## src/hw/rtl/pbpm_pkg.sv

```systemverilog
// ----------------------------------------------------------------------------
// pbpm_pkg
// shared constants and types of the page buffer pool manager
// ----------------------------------------------------------------------------
`default_nettype none
package pbpm_pkg;
  localparam int unsigned POOL_FRAMES  = 16;
  localparam int unsigned PAGE_ID_BITS = 32;
  localparam int unsigned PIN_BITS     = 16;
  localparam int unsigned IDX_BITS     = (POOL_FRAMES > 1) ? $clog2(POOL_FRAMES) : 1;
  localparam int unsigned CNT_BITS     = $clog2(POOL_FRAMES + 1);
  localparam int unsigned CMD_BITS     = 3;
  localparam int unsigned STS_BITS     = 3;
  localparam int unsigned IN_FLD_BITS  = 2 * PAGE_ID_BITS + 1;
  localparam int unsigned IN_DATA_BITS = ((IN_FLD_BITS + 7) / 8) * 8;
  localparam int unsigned OUT_FLD_BITS = IDX_BITS + PAGE_ID_BITS + 3;
  localparam int unsigned OUT_DATA_BITS = ((OUT_FLD_BITS + 7) / 8) * 8;
  localparam int unsigned IN_USER_BITS  = 8;
  localparam int unsigned OUT_USER_BITS = 8;

  localparam logic [CMD_BITS-1:0] CMD_FETCH  = 3'd0;
  localparam logic [CMD_BITS-1:0] CMD_NEW    = 3'd1;
  localparam logic [CMD_BITS-1:0] CMD_DELETE = 3'd2;
  localparam logic [CMD_BITS-1:0] CMD_UNPIN  = 3'd3;
  localparam logic [CMD_BITS-1:0] CMD_FLUSH  = 3'd4;

  localparam logic [STS_BITS-1:0] STS_OK        = 3'd0;
  localparam logic [STS_BITS-1:0] STS_NO_FRAME  = 3'd1;
  localparam logic [STS_BITS-1:0] STS_NOT_RES   = 3'd2;
  localparam logic [STS_BITS-1:0] STS_PINNED    = 3'd3;
  localparam logic [STS_BITS-1:0] STS_PIN_ZERO  = 3'd4;

  typedef enum logic [1:0] {
    ST_IDLE,
    ST_SCAN,
    ST_VREAD,
    ST_EXEC
  } state_e;

  typedef struct packed {
    logic                remove;
    logic [IDX_BITS-1:0] remove_idx;
    logic                push;
    logic [IDX_BITS-1:0] push_idx;
  } lru_op_t;
endpackage
`default_nettype wire

```

## src/hw/rtl/pbpm_ram.sv

```systemverilog
// ----------------------------------------------------------------------------
// pbpm_ram
// generic single write port ram with registered read
// ----------------------------------------------------------------------------
`default_nettype none
module pbpm_ram #(
  parameter int unsigned WIDTH = 32,
  parameter int unsigned DEPTH = 16
) (
  input  wire logic                     clk_i,
  input  wire logic                     wr_en_i,
  input  wire logic [$clog2(DEPTH)-1:0] wr_addr_i,
  input  wire logic [WIDTH-1:0]         wr_data_i,
  input  wire logic [$clog2(DEPTH)-1:0] rd_addr_i,
  output logic      [WIDTH-1:0]         rd_data_o
);
  logic [WIDTH-1:0] mem_q [DEPTH];

  always_ff @(posedge clk_i) begin
    if (wr_en_i) begin
      mem_q[wr_addr_i] <= wr_data_i;
    end
    rd_data_o <= mem_q[rd_addr_i];
  end
endmodule
`default_nettype wire

```

## src/hw/rtl/pbpm_lru.sv

```systemverilog
// ----------------------------------------------------------------------------
// pbpm_lru
// lru order of unpinned frames kept as a rank per frame
// ----------------------------------------------------------------------------
`default_nettype none
module pbpm_lru (
  input  wire logic                              clk_i,
  input  wire logic                              rst_ni,
  input  wire pbpm_pkg::lru_op_t                 op_i,
  output logic [pbpm_pkg::POOL_FRAMES-1:0]       in_lru_o,
  output logic [pbpm_pkg::IDX_BITS-1:0]          rank_o [pbpm_pkg::POOL_FRAMES],
  output logic [pbpm_pkg::CNT_BITS-1:0]          count_o
);
  import pbpm_pkg::*;

  logic [POOL_FRAMES-1:0] in_lru_q;
  logic [IDX_BITS-1:0]    rank_q [POOL_FRAMES];
  logic [CNT_BITS-1:0]    count_q;
  logic                   rm_hit;
  logic [IDX_BITS-1:0]    rm_rank;

  assign rm_hit  = op_i.remove && in_lru_q[op_i.remove_idx];
  assign rm_rank = rank_q[op_i.remove_idx];

  always_ff @(posedge clk_i or negedge rst_ni) begin
    if (!rst_ni) begin
      in_lru_q <= '0;
      count_q  <= '0;
      for (int i = 0; i < POOL_FRAMES; i++) rank_q[i] <= '0;
    end else if (rm_hit) begin
      for (int i = 0; i < POOL_FRAMES; i++) begin
        if (in_lru_q[i] && rank_q[i] > rm_rank) rank_q[i] <= rank_q[i] - 1'b1;
      end
      in_lru_q[op_i.remove_idx] <= 1'b0;
      count_q <= count_q - 1'b1;
    end else if (op_i.push && !in_lru_q[op_i.push_idx] && count_q < CNT_BITS'(POOL_FRAMES)) begin
      in_lru_q[op_i.push_idx] <= 1'b1;
      rank_q[op_i.push_idx]   <= count_q[IDX_BITS-1:0];
      count_q <= count_q + 1'b1;
    end
  end

  assign in_lru_o = in_lru_q;
  assign rank_o   = rank_q;
  assign count_o  = count_q;
endmodule
`default_nettype wire

```

## src/hw/rtl/page_buffer_pool_manager.sv

```systemverilog
// ----------------------------------------------------------------------------
// page_buffer_pool_manager
// maps page ids to a pool of frames with a fifo free list and lru eviction
// ----------------------------------------------------------------------------
// channel   dir  tuser          tdata
// s_axis    in   command        page_id, allocated_page, mark_dirty
// m_axis    out  status         frame_index, write_back, write_back_page,
//                               read_in, release_page
//
// a request runs from accept to result through a read priming step, one
// compare per frame against the page id ram, a victim page read and an
// update step; the next request is accepted in the cycle after the update,
// so a new request is not taken while one is still in progress
// reset empties the pool at once, no clearing pass
// a result waits in the output register; the update cycle stalls until free
// ----------------------------------------------------------------------------
`default_nettype none
module page_buffer_pool_manager (
  input  wire logic                                clk_i,
  input  wire logic                                rst_ni,
  input  wire logic                                s_axis_tvalid,
  output logic                                     s_axis_tready,
  // page_id, allocated_page, mark_dirty
  input  wire logic [pbpm_pkg::IN_DATA_BITS-1:0]   s_axis_tdata,
  // command
  input  wire logic [pbpm_pkg::IN_USER_BITS-1:0]   s_axis_tuser,
  output logic                                     m_axis_tvalid,
  input  wire logic                                m_axis_tready,
  // frame_index, write_back, write_back_page, read_in, release_page
  output logic [pbpm_pkg::OUT_DATA_BITS-1:0]       m_axis_tdata,
  // status
  output logic [pbpm_pkg::OUT_USER_BITS-1:0]       m_axis_tuser
);
  import pbpm_pkg::*;

  state_e state_q, state_d;

  logic [CMD_BITS-1:0]     cmd_q;
  logic [PAGE_ID_BITS-1:0] tgt_q;
  logic                    dirty_q;
  logic [CNT_BITS-1:0]     cnt_q;
  logic                    hit_q;
  logic [IDX_BITS-1:0]     hit_idx_q;
  logic                    vic_ok_q;
  logic [IDX_BITS-1:0]     vic_idx_q;

  logic [POOL_FRAMES-1:0]  valid_q;
  logic [POOL_FRAMES-1:0]  fdirty_q;
  logic [PIN_BITS-1:0]     pins_q [POOL_FRAMES];
  logic [IDX_BITS-1:0]     fq_q [POOL_FRAMES];
  logic [IDX_BITS-1:0]     fq_head_q;
  logic [CNT_BITS-1:0]     free_cnt_q;

  logic [POOL_FRAMES-1:0]  in_lru;
  logic [IDX_BITS-1:0]     rank [POOL_FRAMES];
  logic [CNT_BITS-1:0]     lru_cnt;
  lru_op_t                 lru_op;

  logic                    ram_we;
  logic [IDX_BITS-1:0]     ram_waddr, ram_raddr, scan_idx;
  logic [PAGE_ID_BITS-1:0] ram_rdata;

  logic                    commit;
  logic [STS_BITS-1:0]     sts;
  logic [IDX_BITS-1:0]     fidx;
  logic                    wb, rd, rel;
  logic [PAGE_ID_BITS-1:0] wb_page;
  logic                    take_free, alloc;
  logic [IDX_BITS-1:0]     alloc_idx;
  logic [CNT_BITS:0]       tail_sum;
  logic [IDX_BITS-1:0]     fq_tail;
  logic [PIN_BITS-1:0]     hit_pins;
  logic                    out_valid_q;
  logic [STS_BITS-1:0]     out_sts_q;
  logic [IDX_BITS-1:0]     out_fidx_q;
  logic                    out_wb_q, out_rd_q, out_rel_q;
  logic [PAGE_ID_BITS-1:0] out_wbp_q;

  pbpm_ram #(.WIDTH(PAGE_ID_BITS), .DEPTH(POOL_FRAMES)) u_page_ram (
    .clk_i     (clk_i),
    .wr_en_i   (ram_we),
    .wr_addr_i (ram_waddr),
    .wr_data_i (tgt_q),
    .rd_addr_i (ram_raddr),
    .rd_data_o (ram_rdata)
  );

  pbpm_lru u_lru (
    .clk_i    (clk_i),
    .rst_ni   (rst_ni),
    .op_i     (lru_op),
    .in_lru_o (in_lru),
    .rank_o   (rank),
    .count_o  (lru_cnt)
  );

  assign s_axis_tready = (state_q == ST_IDLE);
  assign scan_idx      = IDX_BITS'(cnt_q - 1'b1);
  assign ram_raddr     = (state_q == ST_VREAD || state_q == ST_EXEC) ? vic_idx_q :
                         cnt_q[IDX_BITS-1:0];
  assign commit        = (state_q == ST_EXEC) && (!out_valid_q || m_axis_tready);
  assign hit_pins      = pins_q[hit_idx_q];
  assign tail_sum      = {1'b0, fq_head_q} + {1'b0, free_cnt_q};
  assign fq_tail       = (tail_sum >= (CNT_BITS + 1)'(POOL_FRAMES)) ?
                         IDX_BITS'(tail_sum - (CNT_BITS + 1)'(POOL_FRAMES)) :
                         IDX_BITS'(tail_sum);

  // next state
  always_comb begin
    state_d = state_q;
    case (state_q)
      ST_IDLE:  if (s_axis_tvalid) state_d = ST_SCAN;
      ST_SCAN:  if (cnt_q == CNT_BITS'(POOL_FRAMES)) state_d = ST_VREAD;
      ST_VREAD: state_d = ST_EXEC;
      ST_EXEC:  if (commit) state_d = ST_IDLE;
      default:  state_d = ST_IDLE;
    endcase
  end

  // request decision
  always_comb begin
    sts = STS_OK; fidx = '0; wb = 1'b0; wb_page = '0; rd = 1'b0; rel = 1'b0;
    take_free = 1'b0; alloc = 1'b0; alloc_idx = '0;
    lru_op = '0;
    case (cmd_q)
      CMD_FETCH, CMD_NEW: begin
        if (hit_q) begin
          fidx = hit_idx_q;
          lru_op.remove = commit;
          lru_op.remove_idx = hit_idx_q;
        end else if (free_cnt_q != '0) begin
          take_free = 1'b1; alloc = 1'b1; alloc_idx = fq_q[fq_head_q];
        end else if (lru_cnt != '0 && vic_ok_q) begin
          alloc = 1'b1; alloc_idx = vic_idx_q;
          lru_op.remove = commit;
          lru_op.remove_idx = vic_idx_q;
          if (fdirty_q[vic_idx_q]) begin
            wb = 1'b1; wb_page = ram_rdata;
          end
        end else begin
          sts = STS_NO_FRAME;
        end
        if (alloc) begin
          fidx = alloc_idx;
          rd = (cmd_q == CMD_FETCH);
        end
      end
      CMD_DELETE: begin
        if (hit_q) begin
          if (hit_pins != '0) begin
            sts = STS_PINNED;
          end else begin
            fidx = hit_idx_q; rel = 1'b1;
            lru_op.remove = commit;
            lru_op.remove_idx = hit_idx_q;
          end
        end
      end
      CMD_UNPIN: begin
        if (!hit_q) sts = STS_NOT_RES;
        else if (hit_pins == '0) sts = STS_PIN_ZERO;
        else begin
          fidx = hit_idx_q;
          lru_op.push = commit && (hit_pins == PIN_BITS'(1));
          lru_op.push_idx = hit_idx_q;
        end
      end
      CMD_FLUSH: begin
        if (!hit_q) sts = STS_NOT_RES;
        else begin
          fidx = hit_idx_q; wb = 1'b1; wb_page = tgt_q;
        end
      end
      default: ;
    endcase
    ram_we    = commit && alloc;
    ram_waddr = alloc_idx;
  end

  always_ff @(posedge clk_i or negedge rst_ni) begin
    if (!rst_ni) begin
      state_q     <= ST_IDLE;
      cnt_q       <= '0;
      hit_q       <= 1'b0;
      hit_idx_q   <= '0;
      vic_ok_q    <= 1'b0;
      vic_idx_q   <= '0;
      valid_q     <= '0;
      fdirty_q    <= '0;
      fq_head_q   <= '0;
      free_cnt_q  <= CNT_BITS'(POOL_FRAMES);
      out_valid_q <= 1'b0;
      for (int i = 0; i < POOL_FRAMES; i++) begin
        pins_q[i] <= '0;
        fq_q[i]   <= IDX_BITS'(i);
      end
    end else begin
      state_q <= state_d;
      if (commit) out_valid_q <= 1'b1;
      else if (m_axis_tready) out_valid_q <= 1'b0;
      case (state_q)
        ST_IDLE: begin
          cnt_q    <= '0;
          hit_q    <= 1'b0;
          vic_ok_q <= 1'b0;
        end
        ST_SCAN: begin
          cnt_q <= cnt_q + 1'b1;
          if (cnt_q != '0) begin
            if (!hit_q && valid_q[scan_idx] && ram_rdata == tgt_q) begin
              hit_q <= 1'b1; hit_idx_q <= scan_idx;
            end
            if (in_lru[scan_idx] && rank[scan_idx] == '0) begin
              vic_ok_q <= 1'b1; vic_idx_q <= scan_idx;
            end
          end
        end
        ST_EXEC: begin
          if (commit) begin
            if (alloc) begin
              valid_q[alloc_idx]  <= 1'b1;
              fdirty_q[alloc_idx] <= 1'b0;
              pins_q[alloc_idx]   <= PIN_BITS'(1);
            end
            if (take_free) begin
              free_cnt_q <= free_cnt_q - 1'b1;
              fq_head_q  <= (fq_head_q == IDX_BITS'(POOL_FRAMES - 1)) ? '0 : fq_head_q + 1'b1;
            end
            if ((cmd_q == CMD_FETCH || cmd_q == CMD_NEW) && hit_q && hit_pins != '1) begin
              pins_q[hit_idx_q] <= hit_pins + 1'b1;
            end
            if (rel) begin
              valid_q[hit_idx_q]  <= 1'b0;
              fdirty_q[hit_idx_q] <= 1'b0;
              if (free_cnt_q < CNT_BITS'(POOL_FRAMES)) begin
                fq_q[fq_tail] <= hit_idx_q;
                free_cnt_q    <= free_cnt_q + 1'b1;
              end
            end
            if (cmd_q == CMD_UNPIN && sts == STS_OK) begin
              pins_q[hit_idx_q] <= hit_pins - 1'b1;
              if (dirty_q) fdirty_q[hit_idx_q] <= 1'b1;
            end
            if (cmd_q == CMD_FLUSH && sts == STS_OK) fdirty_q[hit_idx_q] <= 1'b0;
          end
        end
        default: ;
      endcase
    end
  end

  // request and result payload
  always_ff @(posedge clk_i) begin
    if (state_q == ST_IDLE && s_axis_tvalid) begin
      cmd_q   <= s_axis_tuser[CMD_BITS-1:0];
      tgt_q   <= (s_axis_tuser[CMD_BITS-1:0] == CMD_NEW) ?
                 s_axis_tdata[2*PAGE_ID_BITS-1:PAGE_ID_BITS] : s_axis_tdata[PAGE_ID_BITS-1:0];
      dirty_q <= s_axis_tdata[2*PAGE_ID_BITS];
    end
    if (commit) begin
      out_sts_q  <= sts;
      out_fidx_q <= fidx;
      out_wb_q   <= wb;
      out_wbp_q  <= wb_page;
      out_rd_q   <= rd;
      out_rel_q  <= rel;
    end
  end

  assign m_axis_tvalid = out_valid_q;
  assign m_axis_tuser  = OUT_USER_BITS'(out_sts_q);
  assign m_axis_tdata  = OUT_DATA_BITS'({out_rel_q, out_rd_q, out_wbp_q, out_wb_q, out_fidx_q});
endmodule
`default_nettype wire

```

## config.mk

```make
export PLATFORM = sky130hd
export DESIGN_NAME = page_buffer_pool_manager
export DESIGN_NICKNAME = d
export VERILOG_FILES = /design/src/hw/rtl/pbpm_pkg.sv /design/src/hw/rtl/pbpm_ram.sv /design/src/hw/rtl/pbpm_lru.sv /design/src/hw/rtl/page_buffer_pool_manager.sv
export SDC_FILE = /design/constraint.sdc
export NUM_CORES = 2
export LEC_CHECK = 0
export ABC_CLOCK_PERIOD_IN_PS = 10000
export BUFFER_PORTS_ARGS = -buffer_cell sky130_fd_sc_hd__buf_4
export CORE_MARGIN = 3
export CORE_UTILIZATION = 31
export CTS_BUF_LIST = sky130_fd_sc_hd__clkbuf_4
export DETAILED_ROUTE_END_ITERATION = 10
export PLACE_DENSITY = 0.44
export SLEW_MARGIN = 10
export SYNTH_ARGS = -nofsm -noshare
export SYNTH_HDL_FRONTEND = slang
export SYNTH_SLANG_ARGS = --single-unit
export TNS_END_PERCENT = 50
```

## constraint.sdc

```tcl
create_clock -name clk_i -period 10 [get_ports clk_i]
set_clock_uncertainty 0.2 [all_clocks]
set_input_delay 0.5 -clock clk_i [delete_from_list [all_inputs] [get_ports clk_i]]
set_output_delay 0.5 -clock clk_i [all_outputs]
set_load 0.01 [all_outputs]
```

After elaboration in Yosys (flattened, before gate mapping)
Memory sizes are Yosys's and may differ from the RTL's. A register that Yosys moved wholly into a read port is not among the register bits.
Cells that the tools add are included.
{"block": "classes", "shifts": 0, "n_mul": 0, "add_sub_neg": 27, "bitwise_logic": 21, "magnitude_cmp": 40, "n_reduce_logical": 83, "div": 0, "n_eq_ne": 35, "n_mux": 160}
{"operator": "256-bit two-way mux", "count": 7}
{"operator": "256-bit bitwise mux", "count": 2}
{"operator": "16-bit two-way mux", "count": 21}
{"operator": "240-bit AND", "count": 1}
{"operator": "240-bit NOT", "count": 1}
{"operator": "32-bit two-way mux", "count": 6}
{"operator": "4-bit two-way mux", "count": 37}
{"operator": "64-bit bitwise mux", "count": 2}
{"operator": "16-bit demux with 4-bit select", "count": 2}
{"operator": "64-bit two-way mux", "count": 2}
{"operator": "16-bit AND", "count": 5}
{"operator": "4-bit by 1-bit subtractor with 4-bit output, second input constant", "count": 18}
{"operator": "5-bit two-way mux", "count": 13}
{"operator": "16-bit binary-select mux with 4-bit select", "count": 1}
{"operator": "4-bit > comparator", "count": 16}
{"operator": "16-bit OR", "count": 4}
{"operator": "32-bit case mux with 2 select lines", "count": 1}
{"operator": "4-bit binary-select mux with 4-bit select", "count": 3}
{"operator": "16-bit NOT", "count": 3}
{"operator": "2-bit inequality test, second input constant", "count": 22}
{"operator": "1-bit logical AND", "count": 39}
{"operator": "1-bit two-way mux", "count": 36}
{"operator": "2-bit AND reduction", "count": 18}
{"operator": "5-bit >= comparator, second input constant", "count": 7}
{"operator": "44 further kinds", "count": 99}
{"block": "word_totals", "wordCells": 437, "ramBits": 512, "latch_bits": 0, "romBits": 0, "mem_count": 1, "inputBits": 84, "register_bits": 542}
{"memory": "u_page_ram.mem_q", "words": 16, "word_bits": 32, "read_ports": 1, "rd_clocked_by_memory_dff": 1, "wr": 1, "line_no": "pbpm_ram.sv:17", "rtl": "logic [WIDTH-1:0] mem_q [DEPTH];"}

Logic depth before layout (Yosys ltp)
{"block": "logic_depth", "ltp_word": 27, "depth_mapped": 31}

Modules after synthesis
Synthesis repeated with hierarchy kept, for this count alone.
{"block": "unflattened", "hier_cells": 3591, "area_unflattened_um2": 51186.6}
{"module": "page_buffer_pool_manager", "n_inst": 1, "area_each_um2": 23895.4, "seq_area_each_um2": 11867.6, "cells_each": 1975}
{"module": "pbpm_ram", "n_inst": 1, "area_each_um2": 19854.0, "seq_area_each_um2": 16015.4, "cells_each": 838}
{"module": "pbpm_lru", "n_inst": 1, "area_each_um2": 7437.1, "seq_area_each_um2": 2127.0, "cells_each": 778}

Worst setup path after synthesis
No wires, ideal clock.
{"block": "synth_path", "path_kind": "reg2reg", "startpoint": "register hit_idx_q[0]", "endpoint": "register u_lru.rank_q, in the netlist u_lru.rank_o[46]", "setup_slack_ns": 2.890, "period_less_slack_ns": 7.110, "setup_time_ns": 0.094, "stages_incl_launch_ff": 27, "arrival_ns": 6.816, "cell_sequence": "dfrtp_1 -> buf_6 -> buf_2 -> clkbuf_1 -> mux4_2 -> mux4_2 -> inv_1 -> ha_1 -> clkbuf_1 -> or4b_1 -> a211oi_1 -> nand4_1 -> and2_1 -> buf_2 -> clkbuf_1 -> a21oi_1 -> o22ai_1 -> a221oi_1 -> ha_1 -> nor2b_1 -> o21ai_0 -> nand2b_1 -> a21oi_1 -> nor2_1 -> nor3b_1 -> or2_2 -> a211oi_1"}
{"block": "synth_between", "elab_chain_cells": 16, "elab_cells_between_ends": 41}
{"element": "start, declared", "line_no": "page_buffer_pool_manager.sv:43", "rtl": "logic [IDX_BITS-1:0] hit_idx_q;"}
{"element": "start signal, assigned", "line_no": "page_buffer_pool_manager.sv:185", "rtl": "hit_idx_q <= '0;"}
{"element": "start signal, assigned", "line_no": "page_buffer_pool_manager.sv:211", "rtl": "hit_q <= 1'b1; hit_idx_q <= scan_idx;"}
{"element": "4-bit NOT with 5-bit output (not written as such)", "line_no": "page_buffer_pool_manager.sv:102", "rtl": "assign hit_pins = pins_q[hit_idx_q];"}
{"element": "16-bit binary-select mux with 4-bit select", "line_no": "page_buffer_pool_manager.sv:102"}
{"element": "16-bit two-way mux (not written as such) (2 in series)", "line_no": "page_buffer_pool_manager.sv:102"}
{"element": "16-bit nonzero test / 16-bit zero test (equally long branches)", "line_no": "page_buffer_pool_manager.sv:150, page_buffer_pool_manager.sv:161"}
{"element": "5-bit two-way mux (on tied branches)", "line_no": "page_buffer_pool_manager.sv:150, page_buffer_pool_manager.sv:161"}
{"element": "5-bit two-way mux (on tied branches)", "line_no": "page_buffer_pool_manager.sv:149, page_buffer_pool_manager.sv:160"}
{"element": "5-bit case mux with 2 select lines / 5-bit two-way mux (equally long branches)", "line_no": "page_buffer_pool_manager.sv:125", "rtl": "case (cmd_q)"}
{"element": "4-bit NOT with 5-bit output (on tied branches)", "line_no": "pbpm_lru.sv:23, pbpm_lru.sv:38"}
{"element": "4-bit binary-select mux with 4-bit select (tied with other cells)", "line_no": "pbpm_lru.sv:23", "rtl": "assign rm_rank = rank_q[op_i.remove_idx];"}
{"element": "4-bit two-way mux (not written as such) / 1-bit logical AND (equally long branches)", "line_no": "pbpm_lru.sv:23, pbpm_lru.sv:38"}
{"element": "4-bit two-way mux (on tied branches)", "line_no": "pbpm_lru.sv:23, pbpm_lru.sv:38"}
{"element": "4-bit > comparator / 4-bit demux with 4-bit select (equally long branches)", "line_no": "pbpm_lru.sv:32, pbpm_lru.sv:38"}
{"element": "1-bit logical AND / 64-bit bitwise mux (equally long branches)", "line_no": "pbpm_lru.sv:32, pbpm_lru.sv:38"}
{"element": "2-bit inequality test (no source line) / 64-bit two-way mux (equally long branches)"}
{"element": "2-bit AND reduction (no source line) / 64-bit two-way mux (equally long branches)"}
{"element": "end signal, assigned by index", "line_no": "pbpm_lru.sv:38", "rtl": "rank_q[op_i.push_idx] <= count_q[IDX_BITS-1:0];"}
{"element": "end, declared", "line_no": "pbpm_lru.sv:17", "rtl": "logic [IDX_BITS-1:0] rank_q [POOL_FRAMES];"}
Several ways; a longest one is shown, not always the timed one. The select of a mux whose other input is x is not followed.
A chain may end at the register's enable or synchronous reset.

Worst setup path in the final report
{"block": "layout_path", "startpoint": "register hit_idx_q[0]", "endpoint": "register u_lru.rank_q, in the netlist u_lru.rank_o[62]"}
The elaborated chain is that of the path after synthesis.

==> results.yml <==
cells_and_area:
  area_of_the_multi_input_gates_mm2: 0.0207
  utilization_pct: 36.9
  layout.nets: 4746
  nFillCells: 16100
  area.sequential_mm2: 0.0300
  p_r_area_growth_vs_syn_pct: 17.8
  drive_above_1_share_pct: 25.0
place:
  buffer_ports.inserted: 115
  dp_hpwl_mm: 106
  finalWeightedCongestion: 0.851
synthesis:
  synth.cell_area_mm2: 0.0519
  ys_dominant_reg_cell: "edfxtp_1"
  ys_types: 93
  synth_commonest_cells: "590 x edfxtp_1, 516 x nand2_1, 431 x dfrtp_1"
  sequential_area_share_after_synthesis_pct: 57.8
  synthesis.instances: 4129
  ys_ff_latch: 1086
  yosysTopAreaCell: "edfxtp_1"
  synth_warnings: 0
  synth_enable_flop_cells: 590
  ys_async_sr_fraction_pct: 42.7
  post_synth_main_area_contributors: "edfxtp_1 34%, dfrtp_1 21%, mux4_2 9.8%"
  netlist.area_leader.share_pct: 34.1
  synth_most_common_cell: "edfxtp_1"
  synth.avg_cell_area_um2: 12.6
global_routing:
  global_route.usage.total_pct: 20.7
  first_global_vias: 38400
  global_route_wire_length_before_repair_mm: 266
  initial_antenna_violation_count: 4
  grt_start_max_net_pins: 129
  grt.overflow.total: 0
sta:
  totalNegativeSetupSlack_ps: 0
  grt_setup_unrepaired: "no"
  fin_hold_ws_ps: 172
  post_route_clock_period_utilization_pct: 79.5
  worst-slew-pin-transition_ps: 1330
  finalHoldViolCount: 0
  worst_slew_margin_relative_to_its_limit_pct: 10.8
  drv_slew: 0
  setup_viol_count_final: 0
  max_freq_mhz: 126
  post_layout_min_period_ps: 7950
cts:
  ctsRootBufferMaster: "clkbuf_4"
  post_cts_setup_buffer_count: 0
  cts_tree: "built"
  cts_sinks: 1086
  clock_insertion_delay_worst_skew_ps: 1320
  clock_tree.buffer_depth: 4
  cts.htree.levels: 5
  path_clk_slew_ps: 60
  post_cts_resize_count: 0
  ctsHoldBuffers: 143
  numCtsBuffers: 325
detailed_routing:
  wire_per_inst_um: 25.9
  antenna_violating_nets_remaining: 0
  vias_per_cell: 5.45
  route.vias.total: 38000
  drt-initial-drc-count: 3431
  dr.pass1.iters: 7
  remaining_drc_errors: 0
  postRouteWirelength_mm: 181
min_path:
  worstHoldEndpoint: "m_axis_tvalid"
  hold_class: "primary input to flip-flop"
  hold-path-cell-count: 4
  hold_path.startpoint: "m_axis_tready"
flow_run:
  timing.max_cap.violations: 0
floorplan:
  die-height_um: 415
  horizontal_die_dimension_um: 415
  floorplan.die_area_mm2: 0.172
  boundaryPins: 134
  fp-row-count: 149
  starting_utilization_of_the_core_area_pct: 31.3
  core_region_area_mm2: 0.166
pwr:
  static-leakage-power_nw: 22.8
  ir_drop_mv: 0.225
  power-per-cell-area_mw_per_mm2: 202
setup_path:
  timing.critical_path.required_ps: 11030
  crit_type: "flip-flop to flip-flop"
  data_arrival_at_the_endpoint_of_the_critical_path_ps: 8980
  cp_max_fo: 36
  start_kind: "flip-flop"
  regToRegStartpoint: "hit_idx_q[0]"
  setup.worst_path.end_class: "flip-flop"
  worst_case_register_to_register_setup_slack_ps: 2050
  timing.rr.end: "u_lru.rank_o[62]"
  r2r_cells: 19
outcome:
  outcome: "complete, no violations"
## cell families after synthesis
kind of cell | synth area share, %
AOI/OAI and AO/OA | 14.3
xor gates and xnor gates | 1.25
adders and majority gates | 2.49
buffers and inverters | 3.21
DFF | 57.8
muxes | 12.3
other | 0.00722
and+or+nand+nor | 8.63
## placed cells by master, fill, tap and decap left out, drive strengths merged, types with 71 or more instances in the layout
cell / count
mux2: 81
a22oi: 257
edfxtp: 590
clkbuf: 493
o21ai: 357
nor3: 71
nand2: 518
dfrtp: 431
mux4: 225
dlygate4sd3: 142
inv: 104
a21oi: 118
ha: 100
buf: 253
nor2: 169
## where the power goes
group | switching (mW) | internal (mW)
clock | 1.94 | 2.25
combinational | 1.65 | 1.20
sequential | 0.273 | 5.03
total | 3.87 | 8.48
## metrics by stage
| step | std cells | total power, mW | setup slack [ps] | instance area (um^2) |
|---|---|---|---|---|
| global route | 6974 | 13.0 | 1500 | 61200 |
| detailed placement | 6279 | 8.24 | 2070 | 55800 |
| finish | 6974 | 12.4 | 2050 | 61200 |
| CTS | 6967 | 12.6 | 2070 | 61100 |
| global placement | 6279 | 8.24 | 2090 | 55800 |
| floorplan | 4134 | 7.21 | 2890 | 51900 |
## how the worst max path moves through the flow
stage | start | end | slack (ps) | cells past startpoint
after floorplan | hit_idx_q[0] | u_lru.rank_o[46] | 2890 | 26
after global placement | hit_idx_q[0] | u_lru.rank_o[62] | 2090 | 25
after detailed placement | hit_idx_q[0] | u_lru.count_o[4] | 2070 | 19
after CTS | hit_idx_q[0] | u_lru.count_o[4] | 2070 | 19
after global routing | hit_idx_q[0] | u_lru.rank_o[62] | 1500 | 25
final | hit_idx_q[0] | u_lru.rank_o[62] | 2050 | 19
## worst max-delay path, stage by stage (launching register included)
cell      delay [ps]
dfrtp_4          920
buf_4            680
mux4_2           600
a22oi_1          320
nand2_1          320
nor4_2           690
nand4_1          540
nand2_1          460
buf_4            320
a31oi_1          160
o221ai_2         740
buf_4            310
ha_1             260
nand4_1          110
nand2_1           60
nor2_1           160
nand3_1           90
o21ai_1          480
o21ai_0          190
a22oi_1          220
## registers in the layout, indices dropped and copies added (netlist names), 3 cells and up
name,cells
cmd_q,3
cnt_q,5
fdirty_q,16
fq_head_q,4
fq_q,64
free_cnt_q,5
hit_idx_q,4
out_fidx_q,4
out_sts_q,3
out_wbp_q,32
pins_q,256
tgt_q,32
u_lru.count_o,5
u_lru.in_lru_o,16
u_lru.rank_o,64
u_page_ram.mem_q,512
u_page_ram.rd_data_o,32
valid_q,16
vic_idx_q,4
## routing by layer
layer / global-route usage [%] / share of wire (%) / vias to the layer above / wire (um)
li1: - / - / 16900 / -
met5: 0 / 0 / - / 0
met2: 32.6 / 47 / 1321 / 84500
met4: 7.13 / 3.0 / 0 / 5380
met1: 28.3 / 44 / 19500 / 79900
met3: 4.29 / 6.0 / 310 / 10800
## area by class of cell
type,count,share of cell area [%]
multi-input combinational,2652,33.9
sequential,1086,49.1
tap,2189,4.48
antenna,7,0.0286
inverter,100,0.622
clock buffer,493,6.05
timing repair buffer,395,5.52
clock inverter,52,0.366
No activity file was read; power rests on OpenSTA's default activity.
